===== src/hdl/olst_pkg.sv =====
// Package for the ordered list store: field widths, default sizes, codes and
// the control struct that the controller broadcasts to the row of cells.
// No dependencies.
`timescale 1ns / 1ps

package olst_pkg;

   // Default sizes of the list.
   localparam int DEF_CAPACITY   = 64;
   localparam int DEF_WORD_WIDTH = 32;

   // Fixed widths of the beat fields.
   localparam int ACTION_WIDTH = 3;
   localparam int POS_WIDTH    = 7;
   localparam int VALUE_WIDTH  = 32;
   localparam int STATUS_WIDTH = 2;
   localparam int COUNT_WIDTH  = 7;

   // Request actions.
   typedef enum logic [ACTION_WIDTH-1:0] {
      ACT_APPEND = 3'd0,
      ACT_INSERT = 3'd1,
      ACT_POP    = 3'd2,
      ACT_DELETE = 3'd3,
      ACT_SEARCH = 3'd4,
      ACT_READ   = 3'd5
   } action_type;

   // Response status codes.
   typedef enum logic [STATUS_WIDTH-1:0] {
      ST_DONE  = 2'd0,
      ST_ERROR = 2'd1,
      ST_FULL  = 2'd2
   } status_type;

   // What every cell does with its word in the current cycle.
   typedef enum logic [1:0] {
      SH_HOLD   = 2'd0,
      SH_APPEND = 2'd1,
      SH_INSERT = 2'd2,
      SH_DELETE = 2'd3
   } shift_kind_type;

   // Controller states.
   typedef enum logic [1:0] {
      S_IDLE = 2'd0,
      S_EXEC = 2'd1,
      S_SCAN = 2'd2,
      S_DONE = 2'd3
   } state_type;

   // Broadcast from the controller to all cells.
   typedef struct packed {
      shift_kind_type kind;
      logic           scan_read;
   } cell_ctl_type;

endpackage


===== src/hdl/olst_ctrl.sv =====
// Controller of the list: request and response handshakes, entry count,
// status checks and the broadcast to the cells. Depends on olst_pkg.
`timescale 1ns / 1ps

module olst_ctrl #(
   parameter int CAPACITY   = olst_pkg::DEF_CAPACITY,
   parameter int WORD_WIDTH = olst_pkg::DEF_WORD_WIDTH,
   parameter int CMPW       = olst_pkg::POS_WIDTH
) (
   input  logic                                clock,
   input  logic                                reset,
   input  logic                                req_valid,
   output logic                                req_stall,
   input  logic [olst_pkg::ACTION_WIDTH-1:0]   req_action,
   input  logic [olst_pkg::POS_WIDTH-1:0]      req_position,
   input  logic signed [olst_pkg::VALUE_WIDTH-1:0] req_value,
   output logic                                rsp_valid,
   input  logic                                rsp_stall,
   output logic [olst_pkg::STATUS_WIDTH-1:0]   rsp_status,
   output logic signed [olst_pkg::VALUE_WIDTH-1:0] rsp_read_value,
   output logic                                rsp_found,
   output logic [olst_pkg::COUNT_WIDTH-1:0]    rsp_entry_count,
   output olst_pkg::cell_ctl_type              cell_ctl,
   output logic [CMPW-1:0]                     op_pos,
   output logic [CMPW-1:0]                     op_count,
   output logic [WORD_WIDTH-1:0]               op_key,
   input  logic                                scan_hit,
   input  logic [WORD_WIDTH-1:0]               scan_data
);

   localparam int CW = $clog2(CAPACITY + 1);
   localparam logic [CMPW-1:0] CAP_CMP   = CMPW'(CAPACITY);
   localparam logic [CW-1:0]   SCAN_LAST = CW'(CAPACITY);
   localparam logic [CW-1:0]   CNT_ONE   = CW'(1);

   olst_pkg::state_type  state_ff, state_in;
   logic [olst_pkg::ACTION_WIDTH-1:0] action_ff, action_in;
   logic [CMPW-1:0]       pos_ff, pos_in;
   logic [WORD_WIDTH-1:0] key_ff, key_in;
   logic [CW-1:0]         count_ff, count_in;
   logic [CW-1:0]         scan_cnt_ff, scan_cnt_in;
   olst_pkg::status_type  pend_status_ff, pend_status_in;
   logic [olst_pkg::VALUE_WIDTH-1:0] pend_read_ff, pend_read_in;
   logic                  pend_found_ff, pend_found_in;
   logic                  rsp_valid_ff, rsp_valid_in;
   olst_pkg::status_type  rsp_status_ff, rsp_status_in;
   logic [olst_pkg::VALUE_WIDTH-1:0] rsp_read_ff, rsp_read_in;
   logic                  rsp_found_ff, rsp_found_in;
   logic [olst_pkg::COUNT_WIDTH-1:0] rsp_count_ff, rsp_count_in;

   logic                  accept;
   logic                  rsp_free;
   logic                  is_scan_op;
   logic                  is_read;
   logic                  is_search;
   logic [CMPW-1:0]       count_cmp;
   logic [2*olst_pkg::VALUE_WIDTH-1:0] value_ext;
   logic [WORD_WIDTH+olst_pkg::VALUE_WIDTH-1:0] data_ext;
   olst_pkg::status_type  exec_status;
   olst_pkg::shift_kind_type exec_kind;

   assign accept    = req_valid && !req_stall;
   assign rsp_free  = !rsp_valid_ff || !rsp_stall;
   assign is_read   = (action_ff == olst_pkg::ACT_READ);
   assign is_search = (action_ff == olst_pkg::ACT_SEARCH);
   assign is_scan_op = is_read || is_search;
   assign count_cmp = CMPW'(count_ff);

   // Request word reduced to the entry width; entries sign-extended back out.
   assign value_ext = {{olst_pkg::VALUE_WIDTH{req_value[olst_pkg::VALUE_WIDTH-1]}}, req_value};
   assign data_ext  = {{olst_pkg::VALUE_WIDTH{scan_data[WORD_WIDTH-1]}}, scan_data};

   // Status checks and shift command for each request action.
   always_comb begin
      exec_status = olst_pkg::ST_DONE;
      exec_kind   = olst_pkg::SH_HOLD;
      unique case (olst_pkg::action_type'(action_ff))
         olst_pkg::ACT_APPEND: begin
            if (count_cmp >= CAP_CMP) begin
               exec_status = olst_pkg::ST_FULL;
            end else begin
               exec_kind = olst_pkg::SH_APPEND;
            end
         end
         olst_pkg::ACT_INSERT: begin
            if (pos_ff > count_cmp) begin
               exec_status = olst_pkg::ST_ERROR;
            end else if (count_cmp >= CAP_CMP) begin
               exec_status = olst_pkg::ST_FULL;
            end else begin
               exec_kind = olst_pkg::SH_INSERT;
            end
         end
         olst_pkg::ACT_POP: begin
            if (count_ff == '0) begin
               exec_status = olst_pkg::ST_ERROR;
            end
         end
         olst_pkg::ACT_DELETE: begin
            if (pos_ff >= count_cmp) begin
               exec_status = olst_pkg::ST_ERROR;
            end else begin
               exec_kind = olst_pkg::SH_DELETE;
            end
         end
         olst_pkg::ACT_SEARCH, olst_pkg::ACT_READ: begin
            exec_status = olst_pkg::ST_DONE;
         end
         default: begin
            exec_status = olst_pkg::ST_ERROR;
         end
      endcase
   end

   // Next state.
   always_comb begin
      state_in = state_ff;
      unique case (state_ff)
         olst_pkg::S_IDLE: begin
            if (accept) begin
               state_in = olst_pkg::S_EXEC;
            end
         end
         olst_pkg::S_EXEC: begin
            state_in = is_scan_op ? olst_pkg::S_SCAN : olst_pkg::S_DONE;
         end
         olst_pkg::S_SCAN: begin
            if (scan_cnt_ff == SCAN_LAST) begin
               state_in = olst_pkg::S_DONE;
            end
         end
         olst_pkg::S_DONE: begin
            if (rsp_free) begin
               state_in = olst_pkg::S_IDLE;
            end
         end
         default: begin
            state_in = olst_pkg::S_IDLE;
         end
      endcase
   end

   // Outputs and register updates for each state.
   always_comb begin
      req_stall      = (state_ff != olst_pkg::S_IDLE);
      cell_ctl.kind  = olst_pkg::SH_HOLD;
      cell_ctl.scan_read = is_read;
      action_in      = action_ff;
      pos_in         = pos_ff;
      key_in         = key_ff;
      count_in       = count_ff;
      scan_cnt_in    = scan_cnt_ff;
      pend_status_in = pend_status_ff;
      pend_read_in   = pend_read_ff;
      pend_found_in  = pend_found_ff;
      rsp_valid_in   = rsp_valid_ff && rsp_stall;
      rsp_status_in  = rsp_status_ff;
      rsp_read_in    = rsp_read_ff;
      rsp_found_in   = rsp_found_ff;
      rsp_count_in   = rsp_count_ff;
      unique case (state_ff)
         olst_pkg::S_IDLE: begin
            if (accept) begin
               action_in = req_action;
               pos_in    = CMPW'(req_position);
               key_in    = value_ext[WORD_WIDTH-1:0];
            end
         end
         olst_pkg::S_EXEC: begin
            cell_ctl.kind  = exec_kind;
            scan_cnt_in    = CNT_ONE;
            pend_status_in = exec_status;
            pend_read_in   = '0;
            pend_found_in  = 1'b0;
            if (exec_status == olst_pkg::ST_DONE) begin
               if (exec_kind == olst_pkg::SH_APPEND || exec_kind == olst_pkg::SH_INSERT) begin
                  count_in = count_ff + CNT_ONE;
               end else if (exec_kind == olst_pkg::SH_DELETE ||
                            action_ff == olst_pkg::ACT_POP) begin
                  count_in = count_ff - CNT_ONE;
               end
            end
         end
         olst_pkg::S_SCAN: begin
            scan_cnt_in = scan_cnt_ff + CNT_ONE;
            if (scan_cnt_ff == SCAN_LAST) begin
               pend_status_in = (is_read && !scan_hit) ? olst_pkg::ST_ERROR
                                                       : olst_pkg::ST_DONE;
               pend_read_in   = is_read ? data_ext[olst_pkg::VALUE_WIDTH-1:0] : '0;
               pend_found_in  = is_search && scan_hit;
            end
         end
         olst_pkg::S_DONE: begin
            if (rsp_free) begin
               rsp_valid_in  = 1'b1;
               rsp_status_in = pend_status_ff;
               rsp_read_in   = pend_read_ff;
               rsp_found_in  = pend_found_ff;
               rsp_count_in  = olst_pkg::COUNT_WIDTH'(count_ff);
            end
         end
         default: begin
            req_stall = 1'b1;
         end
      endcase
   end

   // Control registers.
   always_ff @(posedge clock) begin
      if (reset) begin
         state_ff     <= olst_pkg::S_IDLE;
         count_ff     <= '0;
         rsp_valid_ff <= 1'b0;
      end else begin
         state_ff     <= state_in;
         count_ff     <= count_in;
         rsp_valid_ff <= rsp_valid_in;
      end
   end

   // Payload registers.
   always_ff @(posedge clock) begin
      action_ff      <= action_in;
      pos_ff         <= pos_in;
      key_ff         <= key_in;
      scan_cnt_ff    <= scan_cnt_in;
      pend_status_ff <= pend_status_in;
      pend_read_ff   <= pend_read_in;
      pend_found_ff  <= pend_found_in;
      rsp_status_ff  <= rsp_status_in;
      rsp_read_ff    <= rsp_read_in;
      rsp_found_ff   <= rsp_found_in;
      rsp_count_ff   <= rsp_count_in;
   end

   assign op_pos          = pos_ff;
   assign op_count        = count_cmp;
   assign op_key          = key_ff;
   assign rsp_valid       = rsp_valid_ff;
   assign rsp_status      = rsp_status_ff;
   assign rsp_read_value  = rsp_read_ff;
   assign rsp_found       = rsp_found_ff;
   assign rsp_entry_count = rsp_count_ff;

endmodule


===== config.mk =====
export PLATFORM = sky130hd
export DESIGN_NAME = olst_ctrl
export DESIGN_NICKNAME = d
export VERILOG_FILES = /design/src/hdl/olst_pkg.sv /design/src/hdl/olst_ctrl.sv
export SDC_FILE = /design/constraint.sdc
export NUM_CORES = 1
export LEC_CHECK = 0
export ABC_AREA = 0
export CAP_MARGIN = 10
export CORE_MARGIN = 1.5
export CORE_UTILIZATION = 40
export DETAILED_ROUTE_END_ITERATION = 10
export DONT_BUFFER_PORTS = 1
export MAX_ROUTING_LAYER = met4
export SKIP_CTS_REPAIR_TIMING = 1
export SKIP_LAST_GASP = 1
export SLEW_MARGIN = 20
export SYNTH_ARGS = -nofsm -noshare
export SYNTH_HDL_FRONTEND = slang
export SYNTH_SLANG_ARGS = --single-unit

===== constraint.sdc =====
create_clock -name clock -period 10.8 [get_ports clock]
set_input_delay 2.16 -clock clock [delete_from_list [all_inputs] [get_ports clock]]
set_output_delay 2.16 -clock clock [all_outputs]
set_load 0.1 [all_outputs]

-- Word level (Yosys, flattened, before mapping)
Cells that the tools add are included.
Widths: inputs -> output; s select.
- output and inout bits: 93
- bits in registers: 136
- input port bits: 79
- word-level logic and storage cells: 89
- mux-type cells: 29
- order comparisons: 3
- reduce and logical (&&, ||, !) cells: 25
- equal/unequal tests: 15
- add/subtract/negate cells: 3
- operators with widths (operator ; count):
    $mux 32 ; 2
    $pmux 32 s2 ; 1
    $mux 2 ; 10
    $add 7x1->7 const B ; 2
    $mux 7 ; 2
    $pmux 7 s2 ; 1
    $pmux 2 s5 ; 1
    $eq 2x2->1 const B ; 4
    $mux 1 ; 8
    $pmux 2 s4 ; 1
    $eq 7x7->1 const B ; 1
    $ge 7x7->1 ; 1
    $ge 7x7->1 const B ; 1
    $gt 7x7->1 ; 1
    $logic_not 7->1 ; 1
    $sub 7x1->7 const B ; 1
    $eq 3x2->1 const B ; 2
    $eq 3x3->1 const B ; 2
    $ne 2x2->1 const B ; 3
    $pmux 2 s3 ; 1
    $reduce_and 2->1 ; 3
    $reduce_and 3->1 ; 2
    $reduce_bool 2->1 ; 3
    $eq 2x1->1 const B ; 2
    other kinds (9) ; 19

-- Depth between registers and ports, before layout
Gate-level depths: netlist (run 1).
- depth in word-level cells: 8
- mapped depth: 16
- mapped depth without buffers: 16

-- Least setup slack after synthesis (run 1)
OpenSTA, ideal clock, no wires.
- kind: flip-flop to output port
- start point: register count_ff[1], in the netlist op_count[1]
- end point: output cell_ctl[1] in the netlist's numbering
- data required time: 8.640 ns
- slack: 4.355 ns
- cell stages (with the launch flop): 8
- arrival time: 4.285 ns
- buffers on the path: 0
- path through: dfxtp_1 inv_1 ha_1 o21ai_0 o21bai_1 a211oi_1 a21oi_1 nor3_1
- RTL lines (item ; line ; source):
    start: declaration ; olst_ctrl.sv:40 ; logic [CW-1:0] count_ff, count_in;
    start signal: assignment ; olst_ctrl.sv:216 ; count_ff <= count_in;
    end: declaration ; olst_ctrl.sv:23 ; output olst_pkg::cell_ctl_type cell_ctl,

==> metrics, run 1 <==
LEAKAGE 2.134 nW; P per Cell Area 337.6 nW/um^2; die area 14,130 sq um; Post-synth top flop edfxtp_1; DRT antenna net count 0; Worst Path Required 8.64 ns; sequential share of the synthesized area 74.18%; number of synthesized register bits 136; RSZ-0062 raised after global routing no; Routability Congestion 0.7842; detailed placement HPWL 7048 um; highest layer used for signal routing met4; first-pass GRT wire length 15,220 um; slowest cell delay on critical path 0.96 ns; Worst setup SP type register; cell count after synthesis 345; share of the synthesized area in the top cell type 70.46%; synth top area cells edfxtp_1 70%, ha_1 4.7%, and2_1 4.3%, dfxtp_1 3.7%, a21oi_1 2.0%; clock skew 0.006146 ns; Area Growth Syn to Fin 16.78%; Rel. slew slack 28.55%; Fin. Hold Viols 0; yosys warns 0; Reg clk slew, reported paths 0.06 ns; Pwr Total 2.117 mW; critical path type reg2out; status finished clean; Setup TNS Final 0 ns; Slew Limit Fails 0; endpoints failing setup 0; largest net degree at the start of global routing 43; cell family contributing the most delay on the critical path flip-flops; GRT Total Usage 14.84%; Crit Path Max Fanout 3; Port Buffers 0; Starting Density 40.71%; Synth Area in Compound Gates 6.990%; unique cell type count in the Yosys netlist 49; syn nets 445; CP cell instances inv_1 -> ha_1 -> nor3b_1 -> o21bai_1 -> a211oi_1 -> a21oi_1 -> nor3_2 -> buf_16; # clock sinks 136; H-tree depth 4; largest family of logic cells by synthesized area simple AND/OR/NAND/NOR gates; vias in the first global route 2,919; CTS buffer count 17; final core utilization 47.54%; CP arrival 3.21 ns; Avg WL per Cell 17.68 um; fin crit share 49.76%; largest area contributor in the netlist edfxtp_1; post-place instance area 5712 sq um; fraction of layout cells with a size suffix above 1 14.47%; CTS Buffer Depth 2; total gr overflow 0; io pins 172; Initial DRC Count 205; metal2 WL 4365 um; simple-gate share of the synthesized area 10.41%; final instance area 6271 sq um; drt first pass iters 5; Core Rows 42; VDD IR-drop max 0.2040 mV; worst-margin pin slew 1.070 ns; CP Capture Type primary output; nets@finish 467; worst min path class reg2reg; Synth top cells by count 126 x edfxtp_1, 37 x and2_1, 21 x a21oi_1, 20 x ha_1, 19 x inv_1; Metal-1 WL 4438 um; mux cell area share after synthesis 0.1864%; slowest cell on the critical path edfxtp_1; top-count cell post-synth edfxtp_1; Synth Area per Inst 15.57 sq um; maxcap violations 0; n_diodes 0; ys async rst share 0%; Vias 2,886; EDFF count, synth 126; final wirelength 9832 um; adder-cell area share of the yosys netlist 5.033%; metal3 WL 876 um; initial antenna violation count 0; Synth Area in XOR/XNOR 1.142%; DP Cell Count 524; Peak Freq 0.1861 GHz; residual DRC count 0; Die W 118.9 um; Avg Vias per Cell 5.191; CTS tree yes; non-filler cells, final 556; Period minus WS final 5.374 ns; Clock Tree Root clkbuf_16; Clk Latency, worst-skew pair 0.41 ns; Post-Syn Area 5370 sq um; chip height 118.9 um; core area 13,190 sq um; Worst Path Buf+Inv 2
==> per-layer routing <==
layer | global-route usage (%) | vias up
met5 | - | -
met4 | 6.777 | 0
met3 | 5.747 | 12
met2 | 21.73 | 152
met1 | 18.28 | 1372
li1 | - | 1350
==> final timing paths <==
kind                      from            end  slack, ns  cells after the start
max reg2reg          op_pos[0]    op_count[6]       6.09                     16
max                  op_pos[0]    cell_ctl[1]       5.43                      8
min reg2reg  pend_status_ff[0]  rsp_status[0]       0.41                      0
min          pend_status_ff[0]  rsp_status[0]       0.41                      0
==> kinds of logic (layout without fill, tap and decap cells) <==
logic type               count (synthesis)  after routing
flip-flops                             136            136
AND/OR/NAND/NOR                         95             95
multiplexers                             1              1
adder cells (fa/ha/maj)                 21             21
XOR/XNOR                                 7              7
AO/OA/AOI/OAI                           58             58
buffers and inverters                   27             62
==> layout make-up <==
type / count / area (sq um)
clock buffer: 17 / 425.4
clock inverter: 15 / 133.9
fill: 1114 / 6919
inverter: 19 / 71.32
multi-input combinational: 182 / 1314
sequential: 136 / 3984
tap: 176 / 220.2
timing repair buffer: 11 / 122.6
==> metrics by stage <==
stage               hold WS [ns]  worst slack, ns
floorplan                 0.4003            4.355
global route              0.4220            5.157
CTS                       0.4180            5.428
finish                    0.4149            5.426
detailed placement        0.4045            5.916
global placement          0.4015            5.930
==> registers in the layout, indices dropped and copies added, names as in the netlist <==
register         count
op_pos               7
pend_read_ff        32
rsp_read_value      32
state_ff             2
op_key              32
rsp_valid            1
rsp_found            1
pend_found_ff        1
op_count             7
rsp_entry_count      7
pend_status_ff       2
rsp_status           2
scan_cnt_ff          7
action_ff            3
==> report_power, final <==
part           switching, mW  internal, mW  leakage [nW]
registers              0.419         0.760          1.27
clock network          0.232         0.302         0.264
logic                  0.280         0.123         0.605
total                  0.932          1.19          2.13
==> cells in the final DEF (no fill, tap or decap), types with 3 or more instances in the layout <==
cell	netlist	routed
o21ai_0	8	8
inv_6	0	6
o21a_1	4	4
nor4_1	4	4
buf_4	2	9
and2_1	37	36
nand3_1	10	10
a211oi_1	4	4
xnor2_1	6	6
clkinvlp_4	0	4
nand2_1	5	5
edfxtp_1	126	126
a21oi_1	21	21
inv_8	0	3
nor2_1	11	10
nor2b_1	5	5
inv_1	19	19
nor3_1	10	8
ha_1	20	20
clkbuf_16	0	17
dfxtp_1	10	10
Note: power is estimated with default switching activity, not from simulation.
==> run 2: changes to the inputs <==
- ABC_AREA: 0 -> 1
- clock period: 10.8 -> 4.39 ns (I/O delays scaled with it)
==> run 2 against run 1 <==
Effect of this change: die area rose by 0.52%; clock skew up 0.0052 ns; via count rose by 4.9%; non-clock buffer count grew 9; setup slack lost 4.5 ns; critical path depth up 3; synthesized cell count increased by 17%; global-route usage up 0.23 points; worst hold slack lost 0.0023 ns; wire length grew 0.83%; critical endpoint is now cell_ctl[2]; largest cell class unchanged.
==> metrics, run 2 <==
endpoints failing setup 0; Worst Path Required 3.51 ns; Synth Area in XOR/XNOR 0.9733%; largest family of logic cells by synthesized area simple AND/OR/NAND/NOR gates; ys async rst share 0%; final instance area 6352 sq um; post-place instance area 5764 sq um; sequential share of the synthesized area 73.79%; maxcap violations 0; GRT Total Usage 15.06%; fraction of layout cells with a size suffix above 1 15.52%; share of the synthesized area in the top cell type 70.08%; detailed placement HPWL 6994 um; first-pass GRT wire length 15,480 um; VDD IR-drop max 0.4212 mV; Slew Limit Fails 0; syn nets 504; drt first pass iters 4; Initial DRC Count 204; CP Capture Type primary output; Vias 3,026; clock skew 0.01136 ns; combinational power share 19.2%; LEAKAGE 2.519 nW; most common cell after layout, fill and taps aside edfxtp_1; top-count cell post-synth edfxtp_1; Rel. slew slack 28.87%; Crit Path Max Fanout 5; status finished clean; # clock sinks 136; chip height 119.2 um; commonest non-fill, non-tap cells in the layout 126 x edfxtp_1, 69 x inv_1, 54 x nor2_1; CTS tree yes; CP arrival 2.55 ns; unique cell type count in the Yosys netlist 34; Starting Density 40.93%; Reg clk slew, reported paths 0.06 ns; worst min path class reg2reg; n_diodes 0; Clock Tree Root clkbuf_16; CTS buffer count 17; Psw 2.330 mW; RSZ-0062 raised after global routing no; switching share of total power 42.97%; cell count after synthesis 404; final core utilization 48.16%; Port Buffers 0; Avg WL per Cell 15.81 um; DRT antenna net count 0; nets@finish 538; P per Cell Area 853.4 nW/um^2; H-tree depth 4; Synth Area per Inst 13.36 sq um; synth top area cells edfxtp_1 70%, inv_1 4.8%, ha_1 4.6%, nor2_1 3.8%, dfxtp_1 3.7%; largest net degree at the start of global routing 43; clock power share 25.9%; Routability Congestion 0.8253; worst-margin pin slew 1.065 ns; EDFF count, synth 126; Synth top cells by count 126 x edfxtp_1, 69 x inv_1, 55 x nor2_1, 37 x nand2_1, 20 x ha_1; largest area contributor in the netlist edfxtp_1; Setup TNS Final 0 ns; initial antenna violation count 0; adder-cell area share of the yosys netlist 5.006%; internal power 3.092 mW; sequential share of power 54.9%; residual DRC count 0; simple-gate share of the synthesized area 11.45%; Post-synth top flop edfxtp_1; number of synthesized register bits 136; Worst setup SP type register; Die W 119.2 um; yosys warns 0; total gr overflow 0; final wirelength 9914 um; Peak Freq 0.2917 GHz; Period minus WS final 3.428 ns; CTS Buffer Depth 2; Post-Syn Area 5399 sq um; Synth Area in Compound Gates 3.221%; core area 13,190 sq um; Avg Vias per Cell 4.826; Area Growth Syn to Fin 17.66%; fin crit share 78.08%; io pins 172; mux cell area share after synthesis 0%; Clk Latency, worst-skew pair 0.42 ns; Core Rows 42; vias in the first global route 3,058; die area 14,200 sq um; Fin. Hold Viols 0; critical path type reg2out
[run 2: worst max-delay path, stage by stage (launching register included)]
cell and delay (ns):
dfxtp_1 0.30, buf_4 0.31, inv_1 0.10, ha_1 0.31, nand2_1 0.07, nand2_1 0.08
a21oi_4 0.15, nand2_1 0.09, nand2_1 0.10, nand3_1 0.12, a21oi_2 0.18, buf_4 0.31
[run 2: per-layer routing]
metal | GRT usage [%] | vias to the layer above | share of wire (%)
li1 | - | 1443 | -
met1 | 18.36 | 1411 | 46
met2 | 22.47 | 161 | 45
met3 | 5.939 | 11 | 7.5
met4 | 6.175 | 0 | 1.3
met5 | - | - | 0
[run 2: logic make-up after synthesis]
group           after synthesis
compound gates               28
xor+xnor                      6
fa+ha+maj                    21
buf+inv                      78
flops                       136
simple gates                135
[run 2: metrics by stage]
stage                     worst slack (ns)  hold WS, ns  power, mW  cells
after floorplan                  0.0009188       0.4003      3.773    404
after global placement               1.161       0.4004      3.996    595
after detailed placement             1.067       0.4045      4.037    595
after CTS                           0.9685       0.4179      5.456    627
after global routing                0.7335       0.4193      5.647    627
final                               0.9621       0.4126      5.421    627
[run 2: cell type report]
class	instances	area (sq um)
Sequential cell	136	3984
Multi-Input combinational cell	190	1139
Timing Repair Buffer	20	150.1
Tap cell	176	220.2
Clock inverter	14	156.4
Fill cell	1143	6838
Inverter	73	274.0
Clock buffer	18	429.2
[run 2: path summary, 6_finish.rpt]
kind	depth (start not counted)	endpoint	start	slack (ns)
setup reg to reg	19	op_count[3]	op_count[4]	1.02
setup / recovery	11	cell_ctl[2]	op_count[4]	0.96
hold reg to reg	0	rsp_read_value[0]	pend_read_ff[0]	0.41
hold / removal	0	rsp_read_value[0]	pend_read_ff[0]	0.41
[run 2: power by group through the flow]
| stage | registers [mW] | clock network, mW | logic (mW) |
|---|---|---|---|
| floorplan | 3.15 | 0 | 0.624 |
| global placement | 2.99 | 0 | 1.01 |
| detailed placement | 3.00 | 0 | 1.04 |
| CTS | 2.98 | 1.43 | 1.04 |
| global route | 3.01 | 1.50 | 1.14 |
| finish | 2.98 | 1.41 | 1.04 |
