$ cat config.mk
export PLATFORM = sky130hd
export DESIGN_NAME = olst_cell
export DESIGN_NICKNAME = d
export VERILOG_FILES = /design/src/hdl/olst_pkg.sv /design/src/hdl/olst_cell.sv
export SDC_FILE = /design/constraint.sdc
export NUM_CORES = 1
export LEC_CHECK = 0
export ABC_AREA = 1
export BUFFER_PORTS_ARGS = -buffer_cell sky130_fd_sc_hd__clkbuf_2
export CAP_MARGIN = 20
export CORE_MARGIN = 3
export CORE_UTILIZATION = 47
export DETAILED_ROUTE_END_ITERATION = 12
export PLACE_DENSITY_LB_ADDON = 0.25
export SLEW_MARGIN = 20
export SYNTH_ARGS = -nofsm -noshare
export SYNTH_HDL_FRONTEND = slang
export SYNTH_SLANG_ARGS = --single-unit
$ cat constraint.sdc
create_clock -name clock -period 9.6 [get_ports clock]
set_input_delay 1.92 -clock clock [delete_from_list [all_inputs] [get_ports clock]]
set_output_delay 1.92 -clock clock [all_outputs]
set_load 0.01 [all_outputs]
$ cat src/hdl/olst_pkg.sv
// Package for the ordered list store: field widths, default sizes, codes and
// the control struct that the controller broadcasts to the row of cells.
// No dependencies.
`timescale 1ns / 1ps

package olst_pkg;

   // Default sizes of the list.
   localparam int DEF_CAPACITY   = 64;
   localparam int DEF_WORD_WIDTH = 32;

   // Fixed widths of the beat fields.
   localparam int ACTION_WIDTH = 3;
   localparam int POS_WIDTH    = 7;
   localparam int VALUE_WIDTH  = 32;
   localparam int STATUS_WIDTH = 2;
   localparam int COUNT_WIDTH  = 7;

   // Request actions.
   typedef enum logic [ACTION_WIDTH-1:0] {
      ACT_APPEND = 3'd0,
      ACT_INSERT = 3'd1,
      ACT_POP    = 3'd2,
      ACT_DELETE = 3'd3,
      ACT_SEARCH = 3'd4,
      ACT_READ   = 3'd5
   } action_type;

   // Response status codes.
   typedef enum logic [STATUS_WIDTH-1:0] {
      ST_DONE  = 2'd0,
      ST_ERROR = 2'd1,
      ST_FULL  = 2'd2
   } status_type;

   // What every cell does with its word in the current cycle.
   typedef enum logic [1:0] {
      SH_HOLD   = 2'd0,
      SH_APPEND = 2'd1,
      SH_INSERT = 2'd2,
      SH_DELETE = 2'd3
   } shift_kind_type;

   // Controller states.
   typedef enum logic [1:0] {
      S_IDLE = 2'd0,
      S_EXEC = 2'd1,
      S_SCAN = 2'd2,
      S_DONE = 2'd3
   } state_type;

   // Broadcast from the controller to all cells.
   typedef struct packed {
      shift_kind_type kind;
      logic           scan_read;
   } cell_ctl_type;

endpackage

$ cat src/hdl/olst_cell.sv
// One cell of the list: holds one entry, shifts it to and from its neighbors,
// and passes the scan result down the row. Depends on olst_pkg.
`timescale 1ns / 1ps

module olst_cell #(
   parameter int WORD_WIDTH = olst_pkg::DEF_WORD_WIDTH,
   parameter int CMPW       = olst_pkg::POS_WIDTH,
   parameter int INDEX      = 0
) (
   input  logic                  clock,
   input  olst_pkg::cell_ctl_type ctl,
   input  logic [CMPW-1:0]       op_pos,
   input  logic [CMPW-1:0]       op_count,
   input  logic [WORD_WIDTH-1:0] op_key,
   input  logic [WORD_WIDTH-1:0] left_word,
   input  logic [WORD_WIDTH-1:0] right_word,
   output logic [WORD_WIDTH-1:0] word,
   input  logic                  carry_in_hit,
   input  logic [WORD_WIDTH-1:0] carry_in_data,
   output logic                  carry_out_hit,
   output logic [WORD_WIDTH-1:0] carry_out_data
);

   localparam logic [CMPW-1:0] IDX = CMPW'(INDEX);

   logic [WORD_WIDTH-1:0] word_ff;
   logic [WORD_WIDTH-1:0] word_in;
   logic                  hit_ff;
   logic                  hit_in;
   logic [WORD_WIDTH-1:0] data_ff;
   logic [WORD_WIDTH-1:0] data_in;
   logic                  match;

   // Next entry value: write, take from the left neighbor, or from the right.
   always_comb begin
      word_in = word_ff;
      case (ctl.kind)
         olst_pkg::SH_APPEND: begin
            if (IDX == op_count) begin
               word_in = op_key;
            end
         end
         olst_pkg::SH_INSERT: begin
            if (IDX == op_pos) begin
               word_in = op_key;
            end else if (IDX > op_pos) begin
               word_in = left_word;
            end
         end
         olst_pkg::SH_DELETE: begin
            if (IDX >= op_pos) begin
               word_in = right_word;
            end
         end
         default: begin
            word_in = word_ff;
         end
      endcase
   end

   // Scan step: the first matching cell puts its entry on the chain.
   always_comb begin
      match = (IDX < op_count) && (ctl.scan_read ? (IDX == op_pos) : (word_ff == op_key));
      if (carry_in_hit) begin
         hit_in  = 1'b1;
         data_in = carry_in_data;
      end else begin
         hit_in  = match;
         data_in = match ? word_ff : '0;
      end
   end

   always_ff @(posedge clock) begin
      word_ff <= word_in;
      hit_ff  <= hit_in;
      data_ff <= data_in;
   end

   assign word           = word_ff;
   assign carry_out_hit  = hit_ff;
   assign carry_out_data = data_ff;

endmodule

* Yosys cells after proc, flatten, opt, wreduce, memory -nomap -nowiden
Index checks and enable logic that the tools add are counted.
** Cells by class
- $lt $le $gt $ge :: 3
- Multiplexer cells :: 8
- Eq/ne operators :: 7
- Reductions and logical operators :: 5
** Operators with widths (number)
- $mux W32 :: 6
- $pmux W32 S3 :: 1
- $eq A32 B32 Y1 :: 1
- $logic_not A7 Y1 :: 2
- $ge A1 B7 Y1 const A :: 1
- $gt A1 B7 Y1 const A :: 1
- $lt A1 B7 Y1 const A :: 1
- $eq A2 B2 Y1 const B :: 2
- $ne A2 B2 Y1 const B :: 2
- $reduce_and A4 Y1 :: 1
- $ne A3 B3 Y1 const B :: 1
- $reduce_bool A3 Y1 :: 1
- $eq A2 B1 Y1 const B :: 1
- $logic_and A1 B1 Y1 :: 1
- $mux W1 :: 1
** Storage, ports and cells
- Word-level logic and storage cells :: 26
- Bits in registers :: 65
- Output and inout port bits :: 65
- Input bits :: 147

* Longest topological paths before layout
Gate-level depths: netlist of run 1.
- Word-level depth :: 5
- Mapped depth :: 12
- Gate-level depth less buffers :: 11

* Least setup slack after synthesis of run 1
No wires, ideal clock.
- Kind :: input-to-reg
- From :: input port ctl[2] (netlist name)
- To :: register word_ff[0] (netlist: word[0]) (enable)
- Arrival :: 4794 ps
- Setup slack :: 4340 ps
- Library setup time :: 466 ps
- Required time :: 9134 ps
- Stages :: 5
- Cell sequence :: buf_2 -> inv_1 -> buf_2 -> clkbuf_1 -> o21ai_0
** On the way
- Word-level cells in the longest chain between the ends :: 3
- Elaborated cells on any way between the ends :: 8
- Classes of those cells :: 6 x eq/ne; 2 x reduce/logical
** RTL lines
- from (decl) :: RTL line olst_cell.sv:11 : input olst_pkg::cell_ctl_type ctl,
- $eq A2 B2 Y1 or $eq A2 B1 Y1 (tied branches) :: RTL line olst_cell.sv:37 : case (ctl.kind)
- $ne A3 B3 Y1 (no source line) (tied with other cells)
- $reduce_and A4 Y1 (no source line) *
- to (signal assigned) :: RTL line olst_cell.sv:74 : word_ff <= word_in;
- to (decl) :: RTL line olst_cell.sv:26 : logic [WORD_WIDTH-1:0] word_ff;
Mark *: on every way between the ends. The rest lies on a longest branch, timed or not.
A chain may end at the register's enable or synchronous reset.

* Worst setup path after layout of run 1
- From :: input port op_pos[0]
- To :: register word_ff[12] (netlist: word[12]), data pin
** On the way
- Word-level cells in the longest chain between the ends :: 3
** RTL lines
- from (decl) :: RTL line olst_cell.sv:12 : input logic [CMPW-1:0] op_pos,
- $logic_not A7 Y1 :: RTL line olst_cell.sv:44 : if (IDX == op_pos) begin
- $mux W32 :: RTL line olst_cell.sv:44
- $pmux W32 S3 :: RTL line olst_cell.sv:37
- via word_in[12] :: RTL line olst_cell.sv:27 : logic [WORD_WIDTH-1:0] word_in;
The timed path passes the listed nets, and every way through them passes these cells.

==> results by group, run 1 <==
Critical path
  • WP data arrival: 4.02 ns
  • CP startpoint kind: input pin
  • Worst EP required: 9.77 ns
  • Worst Setup Path Type: in2reg
  • Nature of the critical path endpoint: flip-flop
  • Crit-path max FO: 35
  • Reg2reg path depth: 12

Clocking
  • Clk buf depth: 2
  • Post-CTS Resized: 0
  • Num CTS Buffers: 9
  • Clock root buffer: clkbuf_8
  • Clock Latency Late Sink: 0.34 ns
  • Depth of the CTS H-tree: 3
  • Hold_buf cts: 0
  • # clock sinks: 65
  • Post-CTS Setup Inserts: 0
  • CTS tree: yes
  • CTS clk-pin slew, worst paths: 0.07 ns

Place
  • Port Buffer Count: 211
  • Setup WS pre-CTS: 5.157 ns
  • Gpl congestion: 0.8013
  • Post-detail-place hpwl: 8.697 mm

Synth
  • Mean Syn Cell Area: 7.725 µm²
  • Synth top cells by count: nand2_1 (165), nor2_1 (47), dfxtp_1 (33), nand3_1 (33), o21ai_0 (33)
  • Yosys cell types: 18
  • Post-synth EDFFs: 32
  • Synth area leaders: edfxtp_1 (28%), dfxtp_1 (19%), nand2_1 (18%)
  • Ys flop type: dfxtp_1
  • Post-synth net total: 596
  • YS warnings: 0
  • Most common cell in the netlist: nand2_1
  • Synthesized instance count: 449
  • Top cell type's share of synthesized area: 27.71%
  • Mapped cell area: 3468 µm²
  • Synth async-reset ratio: 0%
  • Sequential fraction of the synthesis area: 46.75%
  • Yosys top cell by area: edfxtp_1
  • Count of state elements after synthesis: 65

STA
  • # setup viols final: 0
  • Max-slew headroom: 28.36%
  • Final Max Slew Viols: 0
  • Final worst-path cycle share: 40.08%
  • Hold Fails Final Rpt: 0
  • Post-route minimum period: 3.847 ns
  • RSZ-0062 raised after global routing: false
  • Setup TNS: 0 ns
  • Slew @ Worst Pin: 1.073 ns
  • FMAX: 0.2599 GHz
  • Max Clock Skew: 0.01380 ns
  • Final WS setup: 5.753 ns

Hold path
  • WHS Path Cells: 2
  • Min-delay worst type: reg2reg

Detailed routing
  • Avg WL per Cell: 15.77 µm
  • DRC: 0
  • First-pass DRT Iterations: 5
  • Number of vias per cell: 5.212
  • DRT iter0 DRCs: 234
  • Final wirelength: 11.81 mm
  • Final ANT Viol Nets: 0
  • Via Count: 3904

Power
  • Pwr/cell area: 127.7 nW/µm²
  • Sw frac: 27.29%
  • Leak: 2.341 nW
  • Worst VDD drop: 0.00006253 V
  • Sw power: 0.1660 mW
  • Reg power frac: 50.3%
  • Combinational power share: 17.6%
  • Internal power: 0.4422 mW
  • Clock power share: 32.1%

Final layout
  • Nets: 797
  • Inserted Diodes: 0
  • Layout cells sized above 1: 35.83%
  • Synth-to-Final Area Change: 37.30%

Flow run
  • Max-Cap Viols: 0

GRT
  • Number of global-route vias before repair: 3653
  • Largest net degree at the start of global routing: 36
  • First-pass GRT wire length: 18.32 mm
  • Initial antenna violation count: 1
  • GRT Util Overall: 27.42%
  • Grt total ovfl: 0

Floorplanning
  • Core box area: 6982 µm²
  • Num ports: 212
  • Die ar.: 8447 µm²
  • Core Rows: 30
  • Die H: 91.91 µm
  • Initial Utilization: 49.68%
  • Die Span X: 91.91 µm

Status
  • Status: completed
critical path: stages:
cell	delay (ns)
clkbuf_2	0.08
nor3_2	0.18
nand3_2	0.58
inv_1	0.67
buf_8	0.25
o21ai_0	0.10
o221ai_1	0.20
power by group through the flow:
stage | clock, mW | sequential [mW] | combinational (mW)
3_3_place_gp | 0 | 0.311 | 0.101
2_1_floorplan | 0 | 0.317 | 0.0464
4_1_cts | 0.197 | 0.306 | 0.105
3_5_place_dp | 0 | 0.312 | 0.105
6_report | 0.195 | 0.306 | 0.107
5_1_grt | 0.212 | 0.306 | 0.119
flip-flops by register name, summed over array words and instances, names as in the netlist:
| register | flops |
|---|---|
| word | 32 |
| carry_out_data | 32 |
| carry_out_hit | 1 |
path summary, 6_finish.rpt:
path	start	end	slack (ns)
setup / recovery	op_pos[0]	word[12]	5.75
setup reg to reg	word[12]	carry_out_data[5]	7.59
hold reg to reg	word[13]	carry_out_data[13]	0.55
hold / removal	word[13]	carry_out_data[13]	0.55
logic make-up after synthesis:
group,Yosys count,share of synthesized area [%]
simple gates,249,28.61
buf+inv,43,5.591
xor+xnor,26,6.566
compound gates,66,12.48
flops,65,46.75
layout make-up:
cell class	count	area, µm²
fill	627	2220
multi-input combinational	341	1672
sequential	65	1622
timing repair buffer	216	1136
clock buffer	10	127.6
tap	96	120.1
inverter	17	63.81
clock inverter	4	21.27
routing by layer:
layer	up-vias	share of wire, %	global-route usage, %
li1	1883	-	-
met3	14	9.1	6.071
met4	2	0.86	6.064
met5	-	0.11	0
met1	1789	40	34.31
met2	216	50	48.30
placed cells by master, fill, tap and decap left out:
cell	n
clkbuf_2	211
nand2_1	165
nor2_1	46
nand3_1	33
dfxtp_1	33
o21ai_0	32
edfxtp_1	32
o211ai_1	26
xnor2_1	26
inv_1	17
clkbuf_8	9
o221ai_1	6
clkinv_2	3
buf_8	3
nor3_2	1
nand3_2	1
nor2_4	1
nor3_1	1
and3_1	1
a211oi_4	1
o21ai_4	1
inv_4	1
clkbuf_1	1
buf_16	1
buf_4	1
through the flow:
stage / cells / power (mW) / instance area [µm²] / hold slack (ns) / utilization (%)
after floorplan: 449 / 0.3635 / 3468 / 0.5689 / -
after global placement: 731 / 0.4122 / 4536 / 0.5295 / 64.96
after detailed placement: 731 / 0.4169 / 4536 / 0.5474 / 64.96
after CTS: 745 / 0.6083 / 4684 / 0.5616 / 67.10
after global routing: 749 / 0.6377 / 4762 / 0.5836 / 68.21
final: 749 / 0.6081 / 4762 / 0.5546 / 68.21
Note: power is estimated with default switching activity, not from simulation.
==> run 2: changes to the inputs <==
--- a/config.mk
+++ b/config.mk
@@ -9,7 +9,7 @@
 export BUFFER_PORTS_ARGS = -buffer_cell sky130_fd_sc_hd__clkbuf_2
 export CAP_MARGIN = 20
 export CORE_MARGIN = 3
-export CORE_UTILIZATION = 47
+export CORE_UTILIZATION = 44
 export DETAILED_ROUTE_END_ITERATION = 12
 export PLACE_DENSITY_LB_ADDON = 0.25
 export SLEW_MARGIN = 20
==> constraint.sdc (replaced) <==
create_clock -name clock -period 3.7 [get_ports clock]
set_input_delay 0.74 -clock clock [delete_from_list [all_inputs] [get_ports clock]]
set_output_delay 0.74 -clock clock [all_outputs]
set_load 0.01 [all_outputs]
==> run 2 against run 1 <==
Count of clock-buffer cells in the layout stayed put. Largest power group unchanged. Highest routed layer is now met4. Die area is 6.4% higher. Via count is 0.49% higher. Hold slack better by 0.0010 ns. Design area is 0.32% higher. Global-route usage is 1.0 points lower. Sequential power grew to 2.6 times the previous value. Cell count is 1.2% higher.
==> results by group, run 2 (synthesis gave the netlist of run 1 again) <==
Status
  • Status: completed (unchanged)

Detailed routing
  • First-pass DRT Iterations: 5 (unchanged)
  • DRC: 0 (unchanged)
  • Via Count: 3923 (was 3904)
  • Number of vias per cell: 5.175 (was 5.212)
  • Final wirelength: 12.03 mm (was 11.81 mm)
  • Final ANT Viol Nets: 0 (unchanged)
  • Avg WL per Cell: 15.87 µm (was 15.77 µm)
  • DRT iter0 DRCs: 192 (was 234)

Power
  • Worst VDD drop: 0.0001695 V (was 0.00006253 V)
  • Leak: 2.356 nW (was 2.341 nW)
  • Pwr/cell area: 336.5 nW/µm² (was 127.7 nW/µm²)

Clocking
  • Num CTS Buffers: 9 (unchanged)
  • Clk buf depth: 2 (unchanged)
  • Clock root buffer: clkbuf_8 (unchanged)
  • Clock Latency Late Sink: 0.33 ns (was 0.34 ns)
  • Post-CTS Setup Inserts: 0 (unchanged)
  • Hold_buf cts: 0 (unchanged)
  • Post-CTS Resized: 0 (unchanged)
  • Depth of the CTS H-tree: 3 (unchanged)
  • CTS tree: yes (unchanged)
  • CTS clk-pin slew, worst paths: 0.08 ns (was 0.07 ns)
  • # clock sinks: 65 (unchanged)

STA
  • # setup viols final: 0 (unchanged)
  • Max-slew headroom: 58.80% (was 28.36%)
  • FMAX: 0.4417 GHz
  • Final WS setup: 1.436 ns (was 5.753 ns)
  • Final Max Slew Viols: 0 (unchanged)
  • RSZ-0062 raised after global routing: false (unchanged)
  • Max Clock Skew: 0.009676 ns (was 0.01380 ns)
  • Slew @ Worst Pin: 0.6160 ns (was 1.073 ns)
  • Setup TNS: 0 ns (unchanged)
  • Post-route minimum period: 2.264 ns
  • Hold Fails Final Rpt: 0 (unchanged)
  • Final worst-path cycle share: 61.19%
  • Hold WS: 0.5556 ns (was 0.5546 ns)

GRT
  • First-pass GRT wire length: 18.28 mm (was 18.32 mm)
  • GRT Util Overall: 26.37% (was 27.42%)
  • Number of global-route vias before repair: 3812 (was 3653)
  • Met3 Use GR: 5.179% (was 6.071%)
  • Largest net degree at the start of global routing: 34 (was 36)
  • GR Util met2: 45.10% (was 48.30%)
  • M1 GR Usage: 33.28% (was 34.31%)
  • Initial antenna violation count: 0 (was 1)
  • Grt total ovfl: 0 (unchanged)
  • GR peak layer: met2 (unchanged)

Flow run
  • Max-Cap Viols: 0 (unchanged)

Final layout
  • Commonest non-fill, non-tap cells in the layout: clkbuf_2 (211), nand2_1 (165), nor2_1 (46) (unchanged)
  • Most common cell after layout, fill and taps aside: clkbuf_2 (unchanged)
  • Nets: 801 (was 797)
  • Sequential cell area: 1622 µm² (unchanged)
  • # fillers: 705 (was 627)
  • Layout cells sized above 1: 36.42% (was 35.83%)
  • Inserted Diodes: 0 (unchanged)
  • Finished Core Util: 64.15% (was 68.21%)
  • Synth-to-Final Area Change: 37.73% (was 37.30%)
  • Design area: 4777 µm² (was 4762 µm²)
  • Multi-input logic area: 1667 µm² (was 1672 µm²)

Critical path
  • CP startpoint kind: input pin (unchanged)
  • Worst EP required: 3.98 ns (was 9.77 ns)
  • Crit-path max cell delay: 0.65 ns (was 0.67 ns)
  • WP data arrival: 2.54 ns (was 4.02 ns)
  • Worst Setup Path Type: in2reg (unchanged)
  • Nature of the critical path endpoint: flip-flop (unchanged)
  • RR Endpoint: carry_out_data[22] (was carry_out_data[5])
  • Critical path's slowest cell: a211oi_4 (was inv_1)
  • Reg2reg path depth: 10 (was 12)
  • Register-to-register setup slack: 1.93 ns (was 7.59 ns)
  • Worst R2R Start: word[7] (was word[12])
  • Crit-path cells: clkbuf_2 -> nor3_2 -> nand3_2 -> a211oi_4 -> buf_4 -> nand3_1 -> nand2_1 (was clkbuf_2 -> nor3_2 -> nand3_2 -> inv_1 -> buf_8 -> o21ai_0 -> o221ai_1)
  • Crit-path max FO: 23 (was 35)

Floorplanning
  • Die Span X: 94.79 µm (was 91.91 µm)
  • Initial Utilization: 46.57% (was 49.68%)
  • Core box area: 7447 µm² (was 6982 µm²)
  • Die H: 94.79 µm (was 91.91 µm)
  • Num ports: 212 (unchanged)
  • Die ar.: 8984 µm² (was 8447 µm²)
  • Core Rows: 31 (was 30)

Place
  • Setup WS pre-CTS: 1.112 ns (was 5.157 ns)
  • Area after DPL: 4592 µm² (was 4536 µm²)
  • Post-detail-place hpwl: 9.077 mm (was 8.697 mm)
  • Port Buffer Count: 211 (unchanged)
  • Gpl congestion: 0.8353 (was 0.8013)

Hold path
  • WHS Path Cells: 2 (unchanged)
  • Hold_sp: word[30] (was word[13])
  • Hold Path End: carry_out_data[30] (was carry_out_data[13])
  • Min-delay worst type: reg2reg (unchanged)
[run 2: changes by cell type in the layout (fill, tap and decap cells not counted)]
cell and change:
buf_4 +7, buf_8 -2, buf_16 -1, clkbuf_1 -1
clkbuf_8 +1, clkinv_1 +1, clkinvlp_4 +1, nor2_2 +1
nor2_4 -1
[run 2: cell type report]
cell class              count  share of cell area (%)
clock buffers              10                   2.881
repair buffers            220                   23.68
flip-flops and latches     65                   33.94
multi-input cells         341                   34.89
well taps                  99                   2.593
clock inverters             6                  0.6810
inverters                  17                   1.336
[run 2: how the worst max path moves through the flow]
| stage | start | to | slack, ns | depth (start not counted) |
|---|---|---|---|---|
| floorplan | ctl[2] | word[0] | 0.49 | 5 |
| global placement | op_pos[0] | carry_out_data[18] | 1.17 | 7 |
| detailed placement | op_pos[0] | word[12] | 1.11 | 7 |
| CTS | op_pos[0] | word[12] | 1.46 | 7 |
| global route | op_pos[0] | carry_out_data[31] | 1.29 | 7 |
| finish | op_pos[0] | carry_out_data[8] | 1.44 | 7 |
[run 2: report_power, final]
group | internal (mW) | total, mW | switching, mW
clock network | 0.256 | 0.536 | 0.280
logic | 0.130 | 0.279 | 0.149
registers | 0.785 | 0.793 | 0.00848
total | 1.17 | 1.61 | 0.437
[run 2: worst max-delay path, delay by kind of cell]
| family | cells | cell delay, ns |
|---|---|---|
| AND/OR/NAND/NOR | 4 | 0.65 |
| buffers and inverters | 2 | 0.47 |
| AO/OA/AOI/OAI | 1 | 0.65 |
[run 2: through the flow]
stage | std cells | power (mW)
after floorplan | 449 | 0.9431
after global placement | 741 | 1.077
after detailed placement | 741 | 1.086
after CTS | 757 | 1.617
after global routing | 758 | 1.687
final | 758 | 1.608
[run 2: routing by layer]
| metal | wire length, µm | up-vias |
|---|---|---|
| met1 | 4856 | 1803 |
| met2 | 5848 | 212 |
| met5 | 0 | - |
| li1 | - | 1894 |
| met4 | 153 | 0 |
| met3 | 1172 | 14 |
==> run 3: changes to the inputs <==
--- a/config.mk
+++ b/config.mk
@@ -9,7 +9,7 @@
 export BUFFER_PORTS_ARGS = -buffer_cell sky130_fd_sc_hd__clkbuf_2
 export CAP_MARGIN = 20
 export CORE_MARGIN = 3
-export CORE_UTILIZATION = 44
+export CORE_UTILIZATION = 39
 export DETAILED_ROUTE_END_ITERATION = 12
 export PLACE_DENSITY_LB_ADDON = 0.25
 export SLEW_MARGIN = 20
==> constraint.sdc (replaced) <==
create_clock -name clock -period 1.8 [get_ports clock]
set_input_delay 0.36 -clock clock [delete_from_list [all_inputs] [get_ports clock]]
set_output_delay 0.36 -clock clock [all_outputs]
set_load 0.01 [all_outputs]
==> run 3 against run 2 <==
Total power rose by 110%. Non-clock buffer count rose by 10. First-iteration DRC count fell by 0.52%. Clock power rose by 100%. Register-to-register slack got worse by 1.7 ns. Largest power group unchanged. Sequential power rose by 110%. Flip-flop and latch count did not move. Critical path depth rose by 3. Highest routed layer unchanged. Hold slack got worse by 0.34 ns. Routed wire length fell by 0.89%. Worst setup slack got worse by 1.2 ns.
==> results by group, run 3 (synthesis gave the netlist of run 1 again) <==
Status
  • Status: completed (unchanged)

Final layout
  • Synth-to-Final Area Change: 42.50% (was 37.73%)
  • Layout cells sized above 1: 37.43% (was 36.42%)
  • Commonest non-fill, non-tap cells in the layout: clkbuf_2 (211), nand2_1 (164), nor2_1 (46) (was clkbuf_2 (211), nand2_1 (165), nor2_1 (46))
  • Finished Core Util: 58.68% (was 64.15%)
  • # fillers: 823 (was 705)
  • Most common cell after layout, fill and taps aside: clkbuf_2 (unchanged)
  • Nets: 811 (was 801)
  • Inserted Diodes: 0 (unchanged)
  • Non-Filler Instances: 773 (was 758)

Floorplanning
  • Die ar.: 10060 µm² (was 8984 µm²)
  • Die H: 100.3 µm (was 94.79 µm)
  • Initial Utilization: 41.18% (was 46.57%)
  • Die Span X: 100.3 µm (was 94.79 µm)
  • Core Rows: 33 (was 31)
  • Num ports: 212 (unchanged)
  • Core box area: 8423 µm² (was 7447 µm²)

Place
  • Port Buffer Count: 211 (unchanged)
  • Dpl cells: 758 (was 741)
  • Post-detail-place hpwl: 9.380 mm (was 9.077 mm)
  • Gpl congestion: 0.8688 (was 0.8353)

STA
  • Slew @ Worst Pin: 0.3592 ns (was 0.6160 ns)
  • FMAX: 0.6214 GHz
  • # setup viols final: 0 (unchanged)
  • Final Max Slew Viols: 0 (unchanged)
  • Post-route minimum period: 1.609 ns
  • Max Clock Skew: 0.006818 ns (was 0.009676 ns)
  • RSZ-0062 raised after global routing: false (unchanged)
  • Max-slew headroom: 76.06% (was 58.80%)
  • Final worst-path cycle share: 89.40%
  • Hold Fails Final Rpt: 0 (unchanged)

Hold path
  • WHS Path Cells: 3 (was 2)
  • Min-delay worst type: in2reg (was reg2reg)
  • Hold_sp: carry_in_data[30] (was word[30])
  • Hold Path End: carry_out_data[30] (unchanged)

Flow run
  • Max-Cap Viols: 0 (unchanged)

Critical path
  • Worst R2R Start: word[24] (was word[7])
  • WP data arrival: 1.88 ns (was 2.54 ns)
  • Nature of the critical path endpoint: flip-flop (unchanged)
  • Reg2reg path depth: 10 (unchanged)
  • Crit-path max cell delay: 0.43 ns (was 0.65 ns)
  • CP startpoint kind: flip-flop (was input pin)
  • Crit-path max FO: 20 (was 23)
  • Bufs and invs on worst path: 1 (was 2)
  • Register-to-register setup slack: 0.19 ns (was 1.93 ns)
  • Delay-heaviest family, CP: simple AND/OR/NAND/NOR gates (unchanged)
  • Worst Setup Path Type: reg2reg (was in2reg)
  • Crit-path cells: xnor2_1 -> nand2_1 -> nor2_1 -> nand2_1 -> nor2_1 -> nand2_1 -> nand2_2 -> buf_12 -> nand3_1 -> nand2_1 (was clkbuf_2 -> nor3_2 -> nand3_2 -> a211oi_4 -> buf_4 -> nand3_1 -> nand2_1)
  • RR Endpoint: carry_out_data[15] (was carry_out_data[22])
  • Worst path most repeated cell: nand2_1
  • Critical path's slowest cell: edfxtp_1 (was a211oi_4)
  • Worst EP required: 2.08 ns (was 3.98 ns)

Clocking
  • # clock sinks: 65 (unchanged)
  • Clock Latency Late Sink: 0.33 ns (about the same)
  • CTS clk-pin slew, worst paths: 0.07 ns (was 0.08 ns)
  • Num CTS Buffers: 9 (unchanged)
  • Clk buf depth: 2 (unchanged)
  • Clock root buffer: clkbuf_8 (unchanged)
  • CTS tree: yes (unchanged)
  • Post-CTS Setup Inserts: 0 (unchanged)
  • Depth of the CTS H-tree: 3 (unchanged)

Detailed routing
  • Final wirelength: 11.92 mm (was 12.03 mm)
  • Final ANT Viol Nets: 0 (unchanged)
  • First-pass DRT Iterations: 5 (unchanged)
  • DRT iter0 DRCs: 191 (was 192)
  • Avg WL per Cell: 15.43 µm (was 15.87 µm)
  • Number of vias per cell: 4.996 (was 5.175)
  • DRC: 0 (unchanged)
  • Via Count: 3862 (was 3923)

GRT
  • GRT Util Overall: 23.39% (was 26.37%)
  • First-pass GRT wire length: 18.48 mm (was 18.28 mm)
  • Grt total ovfl: 0 (unchanged)
  • Initial antenna violation count: 0 (unchanged)
  • Largest net degree at the start of global routing: 34 (unchanged)
  • Number of global-route vias before repair: 3846 (was 3812)

Power
  • Worst VDD drop: 0.0003085 V (was 0.0001695 V)
  • Pwr/cell area: 671.1 nW/µm² (was 336.5 nW/µm²)
  • Leak: 2.430 nW (was 2.356 nW)
  • Overall Power: 3.317 mW (was 1.608 mW)
==> run 3: cell types whose count changed in the layout (fill, tap and decap cells not counted), sizes merged <==
| cell | change |
|---|---|
| buf | +10 |
| clkbuf | +2 |
| clkinv | -2 |
| clkinvlp | -1 |
==> run 3: metal layers <==
metal | track usage, % | share of wire [%] | up-vias
met2 | 39.70 | 49 | 172
li1 | - | - | 1919
met4 | 7.358 | 1.5 | 0
met3 | 5.837 | 9.0 | 17
met1 | 29.19 | 41 | 1754
met5 | 0 | 0 | -
==> run 3: how the worst max path moves through the flow <==
| stage | from | to | slack [ns] | cells past startpoint |
|---|---|---|---|---|
| 2_1_floorplan | op_pos[0] | word[0] | -0.05 | 4 |
| 3_3_place_gp | op_key[24] | carry_out_data[8] | 0.13 | 11 |
| 3_5_place_dp | op_key[24] | carry_out_data[15] | 0.08 | 11 |
| 4_1_cts | word[24] | carry_out_data[15] | 0.11 | 10 |
| 5_1_grt | word[30] | carry_out_data[29] | 0.04 | 10 |
| 6_report | word[24] | carry_out_data[15] | 0.19 | 10 |
==> run 3: area by class of cell <==
type	count	area (µm²)	area share (%)
clock inverters	3	16.27	0.3291
multi-input cells	341	1690	34.20
well taps	105	131.4	2.658
flip-flops and latches	65	1622	32.81
inverters	17	63.81	1.291
repair buffers	230	1274	25.77
clock buffers	12	145.1	2.937
==> run 3: per-stage QoR <==
| stage | setup TNS, ns | hold slack (ns) | cell area, µm² | setup slack, ns |
|---|---|---|---|---|
| 6_report | 0 | 0.2127 | 4942 | 0.1908 |
| 5_1_grt | 0 | 0.2055 | 4942 | 0.03561 |
| 4_1_cts | 0 | 0.1934 | 4932 | 0.1133 |
| 3_5_place_dp | 0 | 0.5311 | 4771 | 0.07940 |
| 3_3_place_gp | 0 | 0.5248 | 4771 | 0.1285 |
| 2_1_floorplan | -1.672 | 0.4663 | 3513 | -0.05224 |
==> run 3: power by group <==
| group | total, mW | internal, mW | leakage [nW] | switching [mW] |
|---|---|---|---|---|
| clock network | 1.09 | 0.528 | 0.0865 | 0.559 |
| logic | 0.600 | 0.287 | 1.79 | 0.313 |
| registers | 1.63 | 1.61 | 0.553 | 0.0164 |
| total | 3.32 | 2.43 | 2.43 | 0.889 |
==> run 3: timing repair <==
item	in CTS	in global routing
gates resized for setup	0	2
setup endpoints to repair	0	16
hold buffers	0	0
==> run 3: worst min-delay path, delay by kind of cell <==
kind / cells / cell delay (ns)
buf+inv: 1 / 0.07
simple gates: 2 / 0.09
